### src/rtl/nsc_pkg.sv
// ----------------------------------------------------------------------------
// nsc_pkg: shared types and constants
// Character codes, status codes, register indexes and the result word type
// used by the sentence checker.
// ----------------------------------------------------------------------------
`default_nettype none

package nsc_pkg;

    // Character codes
    localparam logic [7:0] CHAR_DOLLAR = 8'h24;
    localparam logic [7:0] CHAR_CR     = 8'h0D;
    localparam logic [7:0] CHAR_LF     = 8'h0A;
    localparam logic [7:0] CHAR_STAR   = 8'h2A;
    localparam logic [7:0] CHAR_COMMA  = 8'h2C;

    // Result status codes
    localparam logic [2:0] ST_OK         = 3'd0;
    localparam logic [2:0] ST_BAD_HEADER = 3'd1;
    localparam logic [2:0] ST_BAD_TOKENS = 3'd2;
    localparam logic [2:0] ST_BAD_CSUM   = 3'd3;
    localparam logic [2:0] ST_OVERFLOW   = 3'd4;

    // Configuration register indexes
    localparam logic [0:0] REG_HEADER_ID  = 1'b0;
    localparam logic [0:0] REG_EXP_TOKENS = 1'b1;

    // Register reset values ("GPRMC", eleven tokens)
    localparam logic [39:0] HEADER_ID_RESET  = 40'h4750524D43;
    localparam logic [3:0]  EXP_TOKENS_RESET = 4'd11;

    localparam logic [3:0] TOKEN_MAX = 4'd15;

    typedef struct packed {
        logic [2:0] status;
        logic [7:0] checksum;
        logic [8:0] length;
    } result_t;

    // Output buffer occupancy, used by the input side for flow control
    typedef struct packed {
        logic out_busy;
        logic skid_busy;
    } buf_status_t;

    // Hex digit decode in either case: {is_hex, value}
    function automatic logic [4:0] hex_decode(input logic [7:0] c);
        logic [4:0] r;
        r = 5'd0;
        if (c >= 8'h30 && c <= 8'h39)
            r = {1'b1, 4'(c - 8'h30)};
        else if (c >= 8'h61 && c <= 8'h66)
            r = {1'b1, 4'(c - 8'h57)};
        else if (c >= 8'h41 && c <= 8'h46)
            r = {1'b1, 4'(c - 8'h37)};
        return r;
    endfunction

endpackage

`default_nettype wire

### src/rtl/nsc_core.sv
// ----------------------------------------------------------------------------
// nsc_core: sentence state and per-word decision
// Holds the hunt/collect state, running XOR, header match, token count and
// the last three bytes; decides end, overflow and status for each word.
// ----------------------------------------------------------------------------
`default_nettype none

module nsc_core
    import nsc_pkg::*;
#(
    parameter int MAX_LEN = 256
)
(
    input  wire logic          clk,
    input  wire logic          rst_n,
    input  wire logic          byte_valid,
    input  wire logic [7:0]    rx_byte,
    input  wire logic [39:0]   header_id,
    input  wire logic [3:0]    expected_tokens,
    output logic               res_valid,
    output result_t            res
);

    localparam int IDX_W = $clog2(MAX_LEN + 1);
    localparam logic [IDX_W-1:0] LAST_IDX = IDX_W'(MAX_LEN - 1);
    localparam logic [8:0]       OVF_LEN  = 9'(MAX_LEN % 512);

    logic             collecting_reg, collecting_next;
    logic [IDX_W-1:0] index_reg,      index_next;
    logic [7:0]       xor_reg,        xor_next;
    logic             star_reg,       star_next;
    logic             hdr_ok_reg,     hdr_ok_next;
    logic [3:0]       tokens_reg,     tokens_next;
    logic             in_token_reg,   in_token_next;
    logic [7:0]       recent0_reg,    recent0_next;
    logic [7:0]       recent1_reg,    recent1_next;
    logic [7:0]       recent2_reg,    recent2_next;

    logic [7:0] hdr_char;
    logic       in_header;
    logic       is_end;
    logic       hm_end;
    logic [3:0] tok_end;
    logic [4:0] hex_hi;
    logic [4:0] hex_lo;

    // Expected header character at the current index (valid while index < 5)
    always_comb
    begin
        case (index_reg[2:0])
            3'd0:    hdr_char = header_id[39:32];
            3'd1:    hdr_char = header_id[31:24];
            3'd2:    hdr_char = header_id[23:16];
            3'd3:    hdr_char = header_id[15:8];
            default: hdr_char = header_id[7:0];
        endcase
    end

    assign in_header = (index_reg < IDX_W'(5));
    assign is_end    = collecting_reg && (index_reg > IDX_W'(2))
                       && (recent0_reg == CHAR_CR) && (rx_byte == CHAR_LF);

    // End-of-sentence checks; LF still counts as a header byte at index 4
    assign hm_end  = hdr_ok_reg && !(in_header && rx_byte != hdr_char)
                     && !(index_reg < IDX_W'(4));
    assign tok_end = (recent1_reg != CHAR_COMMA && tokens_reg != TOKEN_MAX)
                     ? tokens_reg + 4'd1 : tokens_reg;
    assign hex_hi  = hex_decode(recent2_reg);
    assign hex_lo  = hex_decode(recent1_reg);

    always_comb
    begin
        collecting_next = collecting_reg;
        index_next      = index_reg;
        xor_next        = xor_reg;
        star_next       = star_reg;
        hdr_ok_next     = hdr_ok_reg;
        tokens_next     = tokens_reg;
        in_token_next   = in_token_reg;
        recent0_next    = recent0_reg;
        recent1_next    = recent1_reg;
        recent2_next    = recent2_reg;
        res_valid       = 1'b0;
        res.status      = ST_OK;
        res.checksum    = xor_reg;
        res.length      = 9'(index_reg) + 9'd1;

        if (byte_valid)
        begin
            if (!collecting_reg)
            begin
                if (rx_byte == CHAR_DOLLAR)
                begin
                    collecting_next = 1'b1;
                    index_next      = '0;
                    xor_next        = 8'd0;
                    star_next       = 1'b0;
                    hdr_ok_next     = 1'b1;
                    tokens_next     = 4'd0;
                    in_token_next   = 1'b0;
                    recent0_next    = 8'd0;
                    recent1_next    = 8'd0;
                    recent2_next    = 8'd0;
                end
            end
            else if (is_end)
            begin
                collecting_next = 1'b0;
                res_valid       = 1'b1;
                if (!hm_end)
                    res.status = ST_BAD_HEADER;
                else if (tok_end != expected_tokens)
                    res.status = ST_BAD_TOKENS;
                else if (!hex_hi[4] || !hex_lo[4]
                         || {hex_hi[3:0], hex_lo[3:0]} != xor_reg)
                    res.status = ST_BAD_CSUM;
                else
                    res.status = ST_OK;
            end
            else
            begin
                if (in_header && rx_byte != hdr_char)
                    hdr_ok_next = 1'b0;
                if (!star_reg)
                begin
                    if (rx_byte == CHAR_STAR)
                        star_next = 1'b1;
                    else
                        xor_next = xor_reg ^ rx_byte;
                end
                if (rx_byte == CHAR_COMMA)
                begin
                    if (in_token_reg && tokens_reg != TOKEN_MAX)
                        tokens_next = tokens_reg + 4'd1;
                    in_token_next = 1'b0;
                end
                else
                begin
                    in_token_next = 1'b1;
                end
                recent2_next = recent1_reg;
                recent1_next = recent0_reg;
                recent0_next = rx_byte;
                index_next   = index_reg + IDX_W'(1);

                // buffer full without an end
                if (index_reg == LAST_IDX)
                begin
                    collecting_next = 1'b0;
                    res_valid       = 1'b1;
                    res.status      = ST_OVERFLOW;
                    res.checksum    = xor_next;
                    res.length      = OVF_LEN;
                end
            end
        end
    end

    always_ff @(posedge clk or negedge rst_n)
    begin
        if (!rst_n)
        begin
            collecting_reg <= 1'b0;
            index_reg      <= '0;
            xor_reg        <= 8'd0;
            star_reg       <= 1'b0;
            hdr_ok_reg     <= 1'b1;
            tokens_reg     <= 4'd0;
            in_token_reg   <= 1'b0;
            recent0_reg    <= 8'd0;
            recent1_reg    <= 8'd0;
            recent2_reg    <= 8'd0;
        end
        else
        begin
            collecting_reg <= collecting_next;
            index_reg      <= index_next;
            xor_reg        <= xor_next;
            star_reg       <= star_next;
            hdr_ok_reg     <= hdr_ok_next;
            tokens_reg     <= tokens_next;
            in_token_reg   <= in_token_next;
            recent0_reg    <= recent0_next;
            recent1_reg    <= recent1_next;
            recent2_reg    <= recent2_next;
        end
    end

    a_index_range: assert property (@(posedge clk) disable iff (!rst_n)
        collecting_reg |-> index_reg <= LAST_IDX)
        else $error("byte index past last slot");

    a_result_only_collecting: assert property (@(posedge clk) disable iff (!rst_n)
        res_valid |-> collecting_reg && !collecting_next)
        else $error("result without an open sentence");

    a_overflow_at_last: assert property (@(posedge clk) disable iff (!rst_n)
        (res_valid && res.status == ST_OVERFLOW) |-> index_reg == LAST_IDX)
        else $error("overflow before buffer full");

endmodule

`default_nettype wire

### config.mk
export PLATFORM = sky130hd
export DESIGN_NAME = nsc_core
export DESIGN_NICKNAME = d
export VERILOG_FILES = /design/src/rtl/nsc_pkg.sv /design/src/rtl/nsc_core.sv
export SDC_FILE = /design/constraint.sdc
export NUM_CORES = 1
export LEC_CHECK = 0
export BUFFER_PORTS_ARGS = -buffer_cell sky130_fd_sc_hd__buf_2
export CAP_MARGIN = 15
export CORE_MARGIN = 8
export CORE_UTILIZATION = 50
export CTS_CLUSTER_DIAMETER = 150
export DETAILED_ROUTE_END_ITERATION = 10
export PLACE_DENSITY = 0.77
export SYNTH_ARGS = -nofsm -noshare
export SYNTH_HDL_FRONTEND = slang
export SYNTH_SLANG_ARGS = --single-unit
export TNS_END_PERCENT = 50
### constraint.sdc
create_clock -name clk -period 2.2 [get_ports clk]
set_input_delay 0.22 -clock clk [delete_from_list [all_inputs] [get_ports clk]]
set_output_delay 0.22 -clock clk [all_outputs]
set_load 0.02 [all_outputs]
==> flow_metrics.env <==
export IMPL_stdcell_count=684
export IMPL_cts_buffers=5
export IMPL_n_antenna_cell=0
export IMPL_hold_viol_final=0
export IMPL_grt_usage=0.231
export IMPL_num_vias=3922
export IMPL_dp_hpwl_um=9260
export IMPL_fin_nets=653
export IMPL_synthTopCellsByArea="dfrtp_1 (32%), nand2_1 (8.7%), ha_1 (4.7%)"
export IMPL_grt_first_pass_wirelength_um=18900
export IMPL_synthFlopType="dfrtp_1"
export IMPL_r2r_start="index_reg[0]$_DFFE_PN0P_"
export IMPL_viasPerCell=5.73
export IMPL_end_kind="primary output"
export IMPL_start_util=0.515
export IMPL_dp_cells=671
export IMPL_cp_required_ns=1.98
export IMPL_wl_um=12200
export IMPL_drt_first_pass_iters=7
export IMPL_netlist_area_um2=3720
export IMPL_clk_path_buf_depth=2
export IMPL_hold_class="in -> reg"
export IMPL_finalSetupViolCount=21
export IMPL_grt_overflow=0
export IMPL_drive_above_1_share=0.379
export IMPL_ant_nets=0
export IMPL_synthArstFlopShare=1.00
export IMPL_fmax_mhz=343
export IMPL_crit_end="res[18]"
export IMPL_path_clk_slew_ns=0.09
export IMPL_maxCapViolCount=0
export IMPL_synth_edf_count=0
export IMPL_fin_crit_ns=2.91
export IMPL_wl_per_cell_um=17.8
export IMPL_fillers=565
export IMPL_ir_worst_vdd_mv=0.614
export IMPL_synthDistinctLibCells=71
export IMPL_cts_root_buf="clkbuf_8"
export IMPL_largest_reg_flops=9
export IMPL_critPathKind="reg -> out"
export IMPL_syn_area_per_cell_um2=8.29
export IMPL_dp_slack_ns=-0.362
export IMPL_r2r_cells=11
export IMPL_cp_max_fo=4
export IMPL_grt_max_degree=30
export IMPL_ff_latch_area_um2=1230
export IMPL_status="complete, but fails checks"
export IMPL_netlist_area_leader_share=0.323
export IMPL_num_rows=31
export IMPL_fin_crit_sh=1.32
export IMPL_timing_final_ws_setup_ns=-0.713
export IMPL_htreeDepth=2
export IMPL_worstMarginPinSlew_ns=0.736
export IMPL_arrival_ns=2.69
export IMPL_cts_tree="built"
export IMPL_synth_fp_nets=517
export IMPL_numClockSinks=49
export IMPL_crit_path_start="index_reg[0]$_DFFE_PN0P_"
export IMPL_maxSlewHeadroom=0.509
export IMPL_first_iter_violations=355
export IMPL_grt_pass1_vias=3991
export IMPL_die_h_um=102
export IMPL_io_pins=76
export IMPL_area_growth_pct=38.0
export IMPL_syn_instance_count=448
export IMPL_p_leak_nw=2.38
export IMPL_r2r_end="hdr_ok_reg$_DFFE_PN1P_"
export IMPL_core_area_um2=7210
export IMPL_violations="setup timing"
export IMPL_p_per_area_nw_per_um2=774
export IMPL_ys_seq_area_frac=0.330
export IMPL_reg2reg_slack_ns=-0.17
export IMPL_die_x_um=102
export IMPL_antenna_found_initial=0
export IMPL_slew_viol_final=0
export IMPL_insertion_delay_ns=0.31
export IMPL_multi_input_area_um2=2500
export IMPL_whs_path_depth=3
export IMPL_skew_ns=0.00384
export IMPL_fin_util=0.711
export IMPL_ys_top_cells_by_count="nand2_1 (86), dfrtp_1 (48), o21ai_1 (25), nor2_1 (24), nand3_1 (22)"
export IMPL_port_buffers=75
export IMPL_startpoint_type="register"
export IMPL_ys_seq_elements=49
export IMPL_yosys_warnings=0
export IMPL_yosysMostFrequentCell="nand2_1"
export IMPL_dieArea_um2=10400
export IMPL_rsz0062_at_grt="true"
export IMPL_synth_area_leader_cell="dfrtp_1"
export IMPL_place_gp_congestion=0.879
export IMPL_drc_errors=0
-- kinds of logic (layout without fill, tap and decap cells) --
group                    after synthesis  count (layout)  share of synthesized area
AND/OR/NAND/NOR                      187             187                      0.253
AO/OA/AOI/OAI                        108             108                      0.198
flip-flops                            49              49                      0.330
buffers and inverters                 42             179                     0.0532
XOR/XNOR                              32              32                     0.0754
multiplexers                          16              16                     0.0431
adder cells (fa/ha/maj)               14              14                     0.0471
-- routing by layer --
layer  GRT usage  share of wire  routed length [µm]  vias up
li1            -              -                   -     1859
met1       0.259           0.38                4670     1900
met2       0.418           0.53                6410      128
met3      0.0416          0.055                 664       35
met4      0.0937          0.034                 408        0
met5           0              0                   0        -
-- cells in the final DEF, fill, tap and decap left out, drive strengths merged, types with 6 or more instances in the layout --
cell type	n
and3	8
nor2	25
inv	16
xor2	16
ha	14
clkbuf	7
nor3	11
a21oi	18
o21ai	46
xnor2	16
buf	153
a222oi	8
nand2	87
dfrtp	48
a31oi	6
mux2i	16
nand3	23
-- timing repair --
item / CTS / global route
hold endpoints to repair: 28 / 0
cloned: 0 / 0
hold buffers: 1 / 0
gates resized for setup: 50 / 19
pin swaps: 14 / 18
setup buffers: 3 / 1
endpoints found under the setup margin: 41 / 40
-- power by group --
part / total (W) / internal [W] / leakage (nW) / switching (W)
Clock: 0.000682 / 0.000371 / 0.0585 / 0.000311
Combinational: 0.00207 / 0.000996 / 1.75 / 0.00107
Sequential: 0.00122 / 0.00105 / 0.571 / 0.000169
-- per-stage QoR --
step / power (W) / area (µm²) / hold slack [ns] / TNS [ns]
after floorplan: 0.00236 / 3770 / -0.0756 / -0.223
after global placement: 0.00298 / 4720 / 0.308 / -2.05
after detailed placement: 0.00306 / 4720 / 0.318 / -3.48
after CTS: 0.00389 / 5060 / 0.213 / -5.97
after global routing: 0.00421 / 5130 / 0.234 / -9.58
final: 0.00397 / 5130 / 0.217 / -6.72
-- area by class of cell --
cell class	instances	share of cell area
Clock buffer	7	0.0168
Inverter	17	0.0134
Timing Repair Buffer	154	0.213
Sequential cell	49	0.240
Clock inverter	1	0.00586
Tap cell	99	0.0242
Multi-Input combinational cell	357	0.488
-- how the worst min path moves through the flow --
stage	to	slack (ns)	from
finish	recent0_reg[6]$_DFFE_PN0P_	0.22	rx_byte[6]
global route	recent0_reg[6]$_DFFE_PN0P_	0.23	rx_byte[6]
CTS	recent0_reg[6]$_DFFE_PN0P_	0.21	rx_byte[6]
detailed placement	index_reg[5]$_DFFE_PN0P_	0.32	rst_n
global placement	index_reg[5]$_DFFE_PN0P_	0.31	rst_n
floorplan	collecting_reg$_DFFE_PN0P_	-0.08	rst_n
-- worst max-delay path, cell delays in order (launching register included) --
cell and delay [ns]:
dfrtp_2 0.45, inv_4 0.07, ha_4 0.17, buf_4 0.13
a222oi_1 0.38, o21ai_1 0.14, mux2i_1 0.19, xor2_1 0.18
nand4_1 0.13, o21ai_2 0.23, o211a_1 0.20, buf_6 0.12
(Power assumes the default switching activity.)
